<file path="src/hdl/pwl_pkg.sv">
`timescale 1ns / 1ps
`default_nettype none
// ----------------------------------------------------------------------------
// pwl_pkg
// shared types and codes of the piecewise linear table interpolator
// ----------------------------------------------------------------------------
package pwl_pkg;

  localparam int unsigned ValW    = 32;
  localparam int unsigned MaxCh   = 8;
  localparam int unsigned InDataW = 296;
  localparam int unsigned DivSteps = 64;

  typedef enum logic [1:0] {
    OP_LOAD  = 2'd0,
    OP_CLEAR = 2'd1,
    OP_QUERY = 2'd2,
    OP_NONE  = 2'd3
  } op_e;

  typedef enum logic [1:0] {
    ST_OK       = 2'd0,
    ST_UNUSABLE = 2'd1,
    ST_FULL     = 2'd2,
    ST_NOSEG    = 2'd3
  } status_e;

  // where a query result comes from
  typedef enum logic [2:0] {
    RS_UNUSABLE = 3'd0,
    RS_FIRST    = 3'd1,
    RS_LAST     = 3'd2,
    RS_NOSEG    = 3'd3,
    RS_ROW      = 3'd4,
    RS_INTERP   = 3'd5
  } res_sel_e;

  typedef enum logic [1:0] {
    RD_SCAN = 2'd0,
    RD_HIT  = 2'd1,
    RD_NEXT = 2'd2
  } rd_sel_e;

  typedef struct packed {
    logic     accept;
    logic     scan_start;
    logic     scan_run;
    rd_sel_e  rd_sel;
    logic     cap_v0;
    logic     cap_v1;
    logic     mul;
    logic     div_step;
    logic     res_set;
    res_sel_e res_sel;
    logic     out_load;
  } cmd_t;

  typedef struct packed {
    logic unusable;
    logic clamp_lo;
    logic clamp_hi;
    logic scan_done;
    logic scan_any;
    logic hit;
    logic div_done;
    logic out_busy;
  } sts_t;

endpackage
`default_nettype wire

</file>
<file path="src/hdl/pwl_ctrl.sv">
`timescale 1ns / 1ps
`default_nettype none
// ----------------------------------------------------------------------------
// pwl_ctrl
// sequencer: accepts an item, steps the datapath through search and divide
// ----------------------------------------------------------------------------
module pwl_ctrl
  import pwl_pkg::*;
(
  input  wire  clk_i,
  input  wire  rst_ni,
  input  wire  in_valid_i,
  output logic in_ready_o,
  input  op_e  op_i,
  input  sts_t sts_i,
  output cmd_t cmd_o
);

  typedef enum logic [9:0] {
    S_IDLE  = 10'b00_0000_0001,
    S_EVAL  = 10'b00_0000_0010,
    S_SCAN  = 10'b00_0000_0100,
    S_READ0 = 10'b00_0000_1000,
    S_READ1 = 10'b00_0001_0000,
    S_WAIT1 = 10'b00_0010_0000,
    S_MUL   = 10'b00_0100_0000,
    S_DIV   = 10'b00_1000_0000,
    S_FIX   = 10'b01_0000_0000,
    S_DONE  = 10'b10_0000_0000
  } state_e;

  state_e state_q, state_d;
  logic   accept;

  assign in_ready_o = (state_q == S_IDLE);
  assign accept     = in_valid_i && in_ready_o;

  always_comb begin
    state_d = state_q;
    cmd_o   = '0;
    cmd_o.rd_sel  = RD_SCAN;
    cmd_o.res_sel = RS_UNUSABLE;
    case (state_q)
      S_IDLE: begin
        if (accept) begin
          cmd_o.accept = 1'b1;
          state_d = (op_i == OP_QUERY) ? S_EVAL : S_DONE;
        end
      end
      S_EVAL: begin
        if (sts_i.unusable) begin
          cmd_o.res_set = 1'b1;
          cmd_o.res_sel = RS_UNUSABLE;
          state_d = S_DONE;
        end else if (sts_i.clamp_lo) begin
          cmd_o.res_set = 1'b1;
          cmd_o.res_sel = RS_FIRST;
          state_d = S_DONE;
        end else if (sts_i.clamp_hi) begin
          cmd_o.res_set = 1'b1;
          cmd_o.res_sel = RS_LAST;
          state_d = S_DONE;
        end else begin
          cmd_o.scan_start = 1'b1;
          state_d = S_SCAN;
        end
      end
      S_SCAN: begin
        cmd_o.scan_run = 1'b1;
        if (sts_i.scan_done) begin
          if (sts_i.scan_any) begin
            state_d = S_READ0;
          end else begin
            cmd_o.res_set = 1'b1;
            cmd_o.res_sel = RS_NOSEG;
            state_d = S_DONE;
          end
        end
      end
      S_READ0: begin
        cmd_o.rd_sel = RD_HIT;
        state_d = S_READ1;
      end
      S_READ1: begin
        if (sts_i.hit) begin
          cmd_o.res_set = 1'b1;
          cmd_o.res_sel = RS_ROW;
          state_d = S_DONE;
        end else begin
          cmd_o.rd_sel = RD_NEXT;
          cmd_o.cap_v0 = 1'b1;
          state_d = S_WAIT1;
        end
      end
      S_WAIT1: begin
        cmd_o.cap_v1 = 1'b1;
        state_d = S_MUL;
      end
      S_MUL: begin
        cmd_o.mul = 1'b1;
        state_d = S_DIV;
      end
      S_DIV: begin
        cmd_o.div_step = 1'b1;
        if (sts_i.div_done) state_d = S_FIX;
      end
      S_FIX: begin
        cmd_o.res_set = 1'b1;
        cmd_o.res_sel = RS_INTERP;
        state_d = S_DONE;
      end
      S_DONE: begin
        if (!sts_i.out_busy) begin
          cmd_o.out_load = 1'b1;
          state_d = S_IDLE;
        end
      end
      default: state_d = S_IDLE;
    endcase
  end

  always_ff @(posedge clk_i or negedge rst_ni) begin
    if (!rst_ni) begin
      state_q <= S_IDLE;
    end else begin
      state_q <= state_d;
    end
  end

  a_onehot: assert property (@(posedge clk_i) disable iff (!rst_ni) $onehot(state_q))
    else $error("controller state not one-hot");
  a_query_path: assert property (@(posedge clk_i) disable iff (!rst_ni)
    (accept && op_i == OP_QUERY) |=> (state_q == S_EVAL))
    else $error("query item did not enter evaluation");

endmodule
`default_nettype wire

</file>
<file path="config.mk">
export PLATFORM = sky130hd
export DESIGN_NAME = pwl_ctrl
export DESIGN_NICKNAME = d
export VERILOG_FILES = /design/src/hdl/pwl_pkg.sv /design/src/hdl/pwl_ctrl.sv
export SDC_FILE = /design/constraint.sdc
export NUM_CORES = 1
export LEC_CHECK = 0
export BUFFER_PORTS_ARGS = -buffer_cell sky130_fd_sc_hd__buf_2
export CORE_ASPECT_RATIO = 0.6
export CORE_MARGIN = 2
export CORE_UTILIZATION = 30
export CTS_CLUSTER_SIZE = 30
export DETAILED_ROUTE_END_ITERATION = 8
export SLEW_MARGIN = 20
export SYNTH_ARGS = -nofsm -noshare
export SYNTH_HDL_FRONTEND = slang
export SYNTH_SLANG_ARGS = --single-unit
</file>
<file path="constraint.sdc">
create_clock -name clk_i -period 1.85 [get_ports clk_i]
set_input_delay 0.0925 -clock clk_i [delete_from_list [all_inputs] [get_ports clk_i]]
set_output_delay 0.0925 -clock clk_i [all_outputs]
set_load 0.05 [all_outputs]
</file>
==> Word level (Yosys, flattened, before mapping) <==
Cells that the tools add are included.
{ "totals": {"word_cells": 51, "reg_bits": 10} }
{ "classes": {"eq_ne": 15, "n_reduce_logical": 2, "muxes": 33} }
{ "ops": {"columns": ["cell", "count"], "rows": [
  ["2-to-1 mux 10 bit", 10],
  ["one-hot mux 10 bit (10 select lines)", 1],
  ["2-to-1 mux 4 bit", 6],
  ["one-hot mux 4 bit (4 select lines)", 1],
  ["2-to-1 mux 1 bit", 13],
  ["== test 10 x 1 -> 1 bit, second input constant", 1],
  ["== test 10 bit, second input constant", 1],
  ["== test 10 x 2 -> 1 bit, second input constant", 1],
  ["== test 10 x 3 -> 1 bit, second input constant", 1],
  ["== test 10 x 4 -> 1 bit, second input constant", 1],
  ["== test 10 x 5 -> 1 bit, second input constant", 1],
  ["== test 10 x 6 -> 1 bit, second input constant", 1],
  ["== test 10 x 7 -> 1 bit, second input constant", 1],
  ["== test 10 x 8 -> 1 bit, second input constant", 1],
  ["== test 10 x 9 -> 1 bit, second input constant", 1],
  ["!= test 2 bit, second input constant", 3],
  ["one-hot mux 2 bit (2 select lines)", 1],
  ["AND reduction 4 bit", 1],
  ["2-to-1 mux 3 bit", 1],
  ["== test 2 bit, second input constant", 1],
  ["!= test 2 x 1 -> 1 bit, second input constant", 1],
  ["logical AND 1 bit", 1]
]} }

==> Longest topological paths before layout <==
Gate-level depths: netlist of run 1.
{ "depth": {"depth_word": 4, "ltp_mapped": 6} }

==> Worst setup path before layout of run 1 <==
Ideal clock, no wire load.
{ "synth_path": {"path_kind": "flip-flop to output port", "start": "reg state_q[1]", "end": "out cmd_o[10] in the netlist's numbering", "path_stages_with_launch": 6, "setup_slack_ps": -1372, "required_time_ps": 1757, "arrival_ps": 3130, "n_path_buf": 2, "path_cell_list": "dfrtp_1 > buf_6 > nor4_2 > nand2_1 > nor4b_1 > buf_4"} }
{ "synth_lines": {"columns": ["element", "line_no", "rtl"], "rows": [
  ["from (decl)", "pwl_ctrl.sv:32", "state_e state_q, state_d;"],
  ["from (signal assigned)", "pwl_ctrl.sv:126", "state_q <= state_d;"],
  ["to (decl)", "pwl_ctrl.sv:16", "output cmd_t cmd_o"]
]} }

==> impl_summary.txt, run 1 <==
----------------------------------------------------
[Min path]
  Worst Hold Class ... input port to flip-flop
  Terminating pin of the worst hold path ... state_q[5]$_DFFE_PN0P_
  Hold Crit Depth ... 2
  Hold wc startpoint ... sts_i[2]

[STA]
  Count of final hold-check violations ... 0
  Worst-Margin Slew ... 343 ps
  Portion of the clock cycle consumed by the worst path in the final layout ... 1.06
  Clk_skew ... 6.76 ps
  Setup repair after global routing missed its margin ... true
  Total Negative Setup Slacks ... -407 ps
  Max Transition Viols Final ... 0
  Minimum clock period after layout ... 1950 ps
  Final setup viols ... 8
  Slew headroom ... 0.770
  Timing-limited maximum frequency ... 0.512 GHz
  Crit path setup slack, layout ... -104 ps

[Worst setup path]
  Worst setup slack for register-to-register paths ... 20 ps
  RR Startpoint ... state_q[4]$_DFFE_PN0P_
  Max stage delay on crit path ... 410 ps
  Maximum fanout encountered on the critical timing path ... 4
  Slowest CP cell ... sky130_fd_sc_hd__dfrtp_1
  Required time of the critical path ... 1760 ps
  Cells along the critical path ... nor4_4 -> buf_4 -> nand2_4 -> nor3_4 -> nand3b_1 -> o221ai_4 -> buf_6
  CP top delay family ... simple AND/OR/NAND/NOR gates
  Category of the worst setup path capture point ... primary output
  Arrival @ worst endpoint ... 1860 ps
  Count of buffer and inverter cells on the critical path ... 2
  Startpoint types ... flip-flop
  Category of the critical setup timing path ... flip-flop to primary output
  R2R cell count ... 8
  Reg-to-reg endpoint ... state_q[9]$_DFFE_PN0P_

[Routing]
  Remaining design rule violation count ... 0
  Total via count after detailed routing ... 873
  Initial DRC Count ... 79
  Detail-routed net length per standard cell ... 14.8 um
  Antenna-violating nets left ... 0
  Initial DRT Pass Iterations ... 4
  Final WL ... 2510 um
  Routed via count divided by cell count ... 5.14

[Global routing]
  Vias in the first global route ... 851
  Wire length of the first global-routing pass ... 3860 um
  Overflow left after global routing ... 0
  Number of antenna violations at the first check in global routing ... 0
  Largest net degree at the start of global routing ... 11
  GRT Util Overall ... 0.162

[Floorplan]
  Core Box Area ... 2560 sq um
  Die Height ... 44.6 um
  Top-level port count ... 28
  # rows ... 14
  Starting Density ... 0.322
  Die width ... 71.7 um
  Die Area ... 3200 sq um

[Place]
  Setup slack at placement ... 4.40 ps
  Cell count after placement ... 159
  # port buffers ... 27
  HPWL after detailed placement ... 1900 um
  Routability-driven placement congestion ratio ... 0.845

[Synth]
  Distinct cell type count after synthesis ... 37
  Number of instances in the synthesized netlist ... 92
  Syn_nets ... 105
  Synthesis-stage register bit count ... 10
  Proportion of synthesized chip area in sequential cells ... 0.305
  Number of synthesized flops with an enable pin ... 0
  Async S/R FF share, synth ... 1.00
  Synth Area per Inst ... 8.96 sq um
  Cell area after technology mapping ... 825 sq um
  Leading register cell type out of synthesis ... sky130_fd_sc_hd__dfrtp_1
  Yosys warning count ... 0

[Layout]
  Flip-flop count of the largest register after layout ... 10
  Number of nets in the layout ... 152
  Antenna cells ... 0
  Final standard cell count with taps included and fillers excluded ... 170
  Multi-input gate area ... 642 sq um
  Area growth from synthesis to layout ... 66.3%
  Largest registers in the final layout ... state_q: 10 flops
  Register area ... 254 sq um
  Number of fill cells in the layout ... 246
  Largest register by flop count ... state_q
  Layout cells sized above 1 ... 0.601

[Clock network]
  Worst skew pair latency ... 240 ps
  Clock buffer depth ... 2
  Clock tree from TritonCTS ... yes
  Clock Pin Slew Worst Setup and Hold Paths ... 50 ps
  Clock sink total ... 10
  Cts bufs inserted ... 3
  Clock tree root driver cell ... sky130_fd_sc_hd__clkbuf_8
  Htree depth ... 1

[Power and ir drop]
  Max rail drop VDD ... 0.000428 V
  Static leakage ... 0.000584 uW
  Power Density ... 917 nW/um^2

[Flow run]
  Maxcap violations ... 0

[Run status]
  Violations in the final reports ... negative setup slack
  Run status ... complete, but fails checks

----------------------------------------------------
-- metrics by stage --
stage / hold slack (ps) / power [uW] / utilization / instance area [sq um]
floorplan: -203 / 707 / - / 900
global placement: -29.9 / 869 / 0.441 / 1130
detailed placement: -26.8 / 873 / 0.441 / 1130
CTS: 89.7 / 1170 / 0.503 / 1290
global route: 97.3 / 1340 / 0.536 / 1370
finish: 89.6 / 1260 / 0.536 / 1370
-- kinds of logic after synthesis --
| group | share of synthesized area |
|---|---|
| buf+inv | 0.0713 |
| flops | 0.305 |
| compound gates | 0.115 |
| simple gates | 0.476 |
| xor+xnor | 0.0319 |
-- power breakdown --
group	internal, uW	total [uW]	switching [uW]
clock network	151	236	84.9
registers	253	312	59.1
logic	327	709	383
-- layout by cell type (no fill, tap or decap), types with 3 or more instances in the layout --
| cell type | synthesis | layout |
|---|---|---|
| sky130_fd_sc_hd__dfrtp_1 | 9 | 7 |
| sky130_fd_sc_hd__clkbuf_8 | 0 | 3 |
| sky130_fd_sc_hd__nor2_1 | 9 | 7 |
| sky130_fd_sc_hd__nor3_1 | 5 | 4 |
| sky130_fd_sc_hd__nor4_2 | 1 | 3 |
| sky130_fd_sc_hd__buf_6 | 3 | 8 |
| sky130_fd_sc_hd__buf_4 | 1 | 22 |
| sky130_fd_sc_hd__nor3b_1 | 6 | 4 |
| sky130_fd_sc_hd__nand3_1 | 4 | 3 |
| sky130_fd_sc_hd__nand2_1 | 9 | 5 |
| sky130_fd_sc_hd__nand2_2 | 1 | 4 |
| sky130_fd_sc_hd__buf_8 | 0 | 3 |
| sky130_fd_sc_hd__nand2b_1 | 3 | 3 |
| sky130_fd_sc_hd__o21ai_0 | 3 | 3 |
| sky130_fd_sc_hd__buf_2 | 2 | 13 |
-- cell type report --
cell class | count | share of cell area
well taps | 32 | 0.0292
inverters | 2 | 0.00547
clock buffers | 4 | 0.0328
multi-input cells | 74 | 0.468
flip-flops and latches | 10 | 0.185
repair buffers | 48 | 0.279
-- cell usage after synthesis (all sizes together) (2+ instances only) --
cell type / instances / area [sq um]
nand4: 4 / 37.5
nand2b: 3 / 18.8
a21oi: 3 / 18.8
nor3: 6 / 35.0
inv: 2 / 7.51
xor2: 2 / 17.5
dfrtp: 9 / 225
buf: 6 / 51.3
nand2: 10 / 40.0
nor4: 5 / 67.6
nor2b: 3 / 18.8
nor2: 9 / 33.8
nor4b: 2 / 17.5
nand4b: 2 / 17.5
and4b: 2 / 20.0
nor3b: 6 / 45.0
nand3: 4 / 20.0
o21ai: 4 / 20.0
-- worst max path at each step --
stage / startpoint / cells after the start / slack (ps) / end
final: state_q[4]$_DFFE_PN0P_ / 7 / -100 / cmd_o[1]
after global routing: state_q[4]$_DFFE_PN0P_ / 7 / -200 / cmd_o[1]
after CTS: state_q[4]$_DFFE_PN0P_ / 7 / -100 / cmd_o[1]
after detailed placement: state_q[4]$_DFFE_PN0P_ / 6 / 4 / cmd_o[1]
after global placement: state_q[4]$_DFFE_PN0P_ / 6 / 10 / cmd_o[1]
after floorplan: state_q[5]$_DFFE_PN0P_ / 6 / -320 / cmd_o[2]
-- timing repair --
item | 4_1_cts | 5_1_grt
setup buffers | 4 | 4
setup endpoints to repair | 11 | 17
hold buffers | 1 | 0
hold endpoints to repair | 10 | 0
resized for setup | 22 | 25
pin swaps | 5 | 3
-- per-layer routing --
metal  track usage  wire [um]
met5             0          0
met4        0.0226          0
met3        0.0478        107
met2         0.243       1170
met1         0.238       1230
No activity file was read; power rests on OpenSTA's default activity.
==> inputs of run 2 (changes only) <==
CELL_PAD_IN_SITES_DETAIL_PLACEMENT = 0   (was default)
CELL_PAD_IN_SITES_GLOBAL_PLACEMENT = 1   (was default)
PLACE_DENSITY_LB_ADDON = 0.1   (was default)
==> impl_summary.txt, run 2 (synthesis gave the netlist of run 1 again) <==
----------------------------------------------------
[Run status]
  Run status ... complete, but fails checks (unchanged)
  Violations in the final reports ... negative setup slack (unchanged)

[STA]
  Setup repair after global routing missed its margin ... true (unchanged)
  Clk_skew ... 5.71 ps (was 6.76 ps)
  Worst-Margin Slew ... 337 ps (was 343 ps)
  Timing-limited maximum frequency ... 0.511 GHz (was 0.512 GHz)
  Max Transition Viols Final ... 0 (unchanged)
  Crit path setup slack, layout ... -108 ps (was -104 ps)
  Count of final hold-check violations ... 0 (unchanged)
  Final setup viols ... 6 (was 8)
  Portion of the clock cycle consumed by the worst path in the final layout ... 1.06 (about the same)
  Minimum clock period after layout ... 1960 ps (was 1950 ps)
  Final-layout worst hold slack ... 86.3 ps (was 89.6 ps)
  Slew headroom ... 0.774 (was 0.770)

[Layout]
  Largest registers in the final layout ... state_q: 10 flops (unchanged)
  Number of nets in the layout ... 148 (was 152)
  Most common cell after layout, fill and taps aside ... sky130_fd_sc_hd__buf_4 (unchanged)
  Multi-input gate area ... 668 sq um (was 642 sq um)
  Number of fill cells in the layout ... 236 (was 246)
  Final non-filler cell area ... 1370 sq um (about the same)
  Largest register by flop count ... state_q (unchanged)
  Most frequent cells in the layout ... 20 x sky130_fd_sc_hd__buf_4, 13 x sky130_fd_sc_hd__buf_2, 7 x sky130_fd_sc_hd__nor2_1, 6 x sky130_fd_sc_hd__buf_6 (was 22 x sky130_fd_sc_hd__buf_4, 13 x sky130_fd_sc_hd__buf_2, 8 x sky130_fd_sc_hd__buf_6, 7 x sky130_fd_sc_hd__nor2_1, 7 x sky130_fd_sc_hd__dfrtp_1)
  Final core utilization ... 0.537 (was 0.536)
  Register area ... 256 sq um (was 254 sq um)
  Layout cells sized above 1 ... 0.619 (was 0.601)
  Antenna cells ... 0 (unchanged)
  Area growth from synthesis to layout ... 66.5% (was 66.3%)
  Flip-flop count of the largest register after layout ... 10 (unchanged)

[Worst setup path]
  Maximum fanout encountered on the critical timing path ... 5 (was 4)
  Category of the worst setup path capture point ... primary output (unchanged)
  Required time of the critical path ... 1760 ps (about the same)
  Startpoint types ... flip-flop (unchanged)
  Category of the critical setup timing path ... flip-flop to primary output (unchanged)
  Arrival @ worst endpoint ... 1870 ps (was 1860 ps)

[Place]
  Routability-driven placement congestion ratio ... 0.868 (was 0.845)
  HPWL after detailed placement ... 1890 um (was 1900 um)
  # port buffers ... 27 (unchanged)
  Standard cell area after detailed placement ... 1110 sq um (was 1130 sq um)

[Clock network]
  Clock Pin Slew Worst Setup and Hold Paths ... 50 ps (about the same)
  Clock tree root driver cell ... sky130_fd_sc_hd__clkbuf_8 (unchanged)
  Clock buffer depth ... 2 (unchanged)
  Clock sink total ... 10 (unchanged)
  Worst skew pair latency ... 240 ps (about the same)
  Clock tree from TritonCTS ... yes (unchanged)
  Cts bufs inserted ... 3 (unchanged)
  Htree depth ... 1 (unchanged)

[Routing]
  Routed via count divided by cell count ... 5.35 (was 5.14)
  Total via count after detailed routing ... 888 (was 873)
  Antenna-violating nets left ... 0 (unchanged)
  Initial DRT Pass Iterations ... 4 (unchanged)
  Final WL ... 2660 um (was 2510 um)
  Remaining design rule violation count ... 0 (unchanged)
  Detail-routed net length per standard cell ... 16.0 um (was 14.8 um)
  Initial DRC Count ... 38 (was 79)

[Global routing]
  GRT Util Overall ... 0.179 (was 0.162)
  Wire length of the first global-routing pass ... 4310 um (was 3860 um)
  Vias in the first global route ... 868 (was 851)
  Overflow left after global routing ... 0 (unchanged)
  Number of antenna violations at the first check in global routing ... 0 (unchanged)
  Largest net degree at the start of global routing ... 11 (unchanged)

[Floorplan]
  Die Height ... 44.6 um (unchanged)
  Starting Density ... 0.322 (unchanged)
  Core Box Area ... 2560 sq um (unchanged)
  # rows ... 14 (unchanged)
  Die width ... 71.7 um (unchanged)
  Top-level port count ... 28 (unchanged)
  Die Area ... 3200 sq um (unchanged)

[Power and ir drop]
  Power Density ... 958 nW/um^2 (was 917 nW/um^2)
  Max rail drop VDD ... 0.000379 V (was 0.000428 V)
  Static leakage ... 0.000593 uW (was 0.000584 uW)

[Min path]
  Worst Hold Class ... input port to flip-flop (unchanged)

[Flow run]
  Maxcap violations ... 0 (unchanged)

----------------------------------------------------
run 2: layout make-up:
type | instances | area share
multi-input cells | 74 | 0.487
repair buffers | 44 | 0.252
flip-flops and latches | 10 | 0.187
clock buffers | 4 | 0.0401
well taps | 32 | 0.0292
inverters | 2 | 0.00547
run 2: worst paths after layout:
path | startpoint | to | slack, ps | depth (start not counted)
max | state_q[8]$_DFFE_PN0P_ | cmd_o[4] | -110 | 6
min reg2reg | state_q[4]$_DFFE_PN0P_ | state_q[6]$_DFFE_PN0P_ | 670 | 2
max in group asynchronous | rst_ni | state_q[0]$_DFFE_PN1P_ | 1350 | 2
min | sts_i[2] | state_q[5]$_DFFE_PN0P_ | 90 | 2
max reg2reg | state_q[1]$_DFFE_PN0P_ | state_q[9]$_DFFE_PN0P_ | 100 | 6
min in group asynchronous | rst_ni | state_q[7]$_DFFE_PN0P_ | 240 | 2
run 2: critical path, stage by stage, from the launching register on:
cell and delay (ps):
sky130_fd_sc_hd__dfrtp_2 460, sky130_fd_sc_hd__nor4_2 400, sky130_fd_sc_hd__nand4b_1 240, sky130_fd_sc_hd__a21oi_4 200, sky130_fd_sc_hd__nor2_1 90, sky130_fd_sc_hd__nand2_2 80
sky130_fd_sc_hd__buf_8 150
run 2: per-stage QoR:
step	setup WS (ps)	cells	TNS, ps	power, uW
6_report	-108	166	-365	1320
5_1_grt	-205	166	-1060	1390
4_1_cts	-70.3	163	-201	1230
3_5_place_dp	69.6	157	0	881
3_3_place_gp	17.2	157	0	886
2_1_floorplan	-324	92	-1190	707
run 2: power breakdown:
part	total [uW]	switching, uW	internal (uW)
combinational	708	390	318
clock	286	98.1	188
sequential	322	68.2	253
run 2: per-layer routing:
layer | share of wire | wire length, um | global-route usage
met1 | 0.50 | 1320 | 0.254
met2 | 0.43 | 1140 | 0.274
met3 | 0.067 | 178 | 0.0501
met4 | 0.0056 | 15 | 0.0340
met5 | 0 | 0 | 0
run 2: what timing repair did:
| action | 4_1_cts | 5_1_grt |
|---|---|---|
| setup buffers | 1 | 6 |
| endpoints found under the hold margin | 10 | 0 |
| resized for setup | 25 | 24 |
| setup endpoints to repair | 11 | 16 |
| hold buffers | 1 | 0 |
| pin swaps | 5 | 6 |
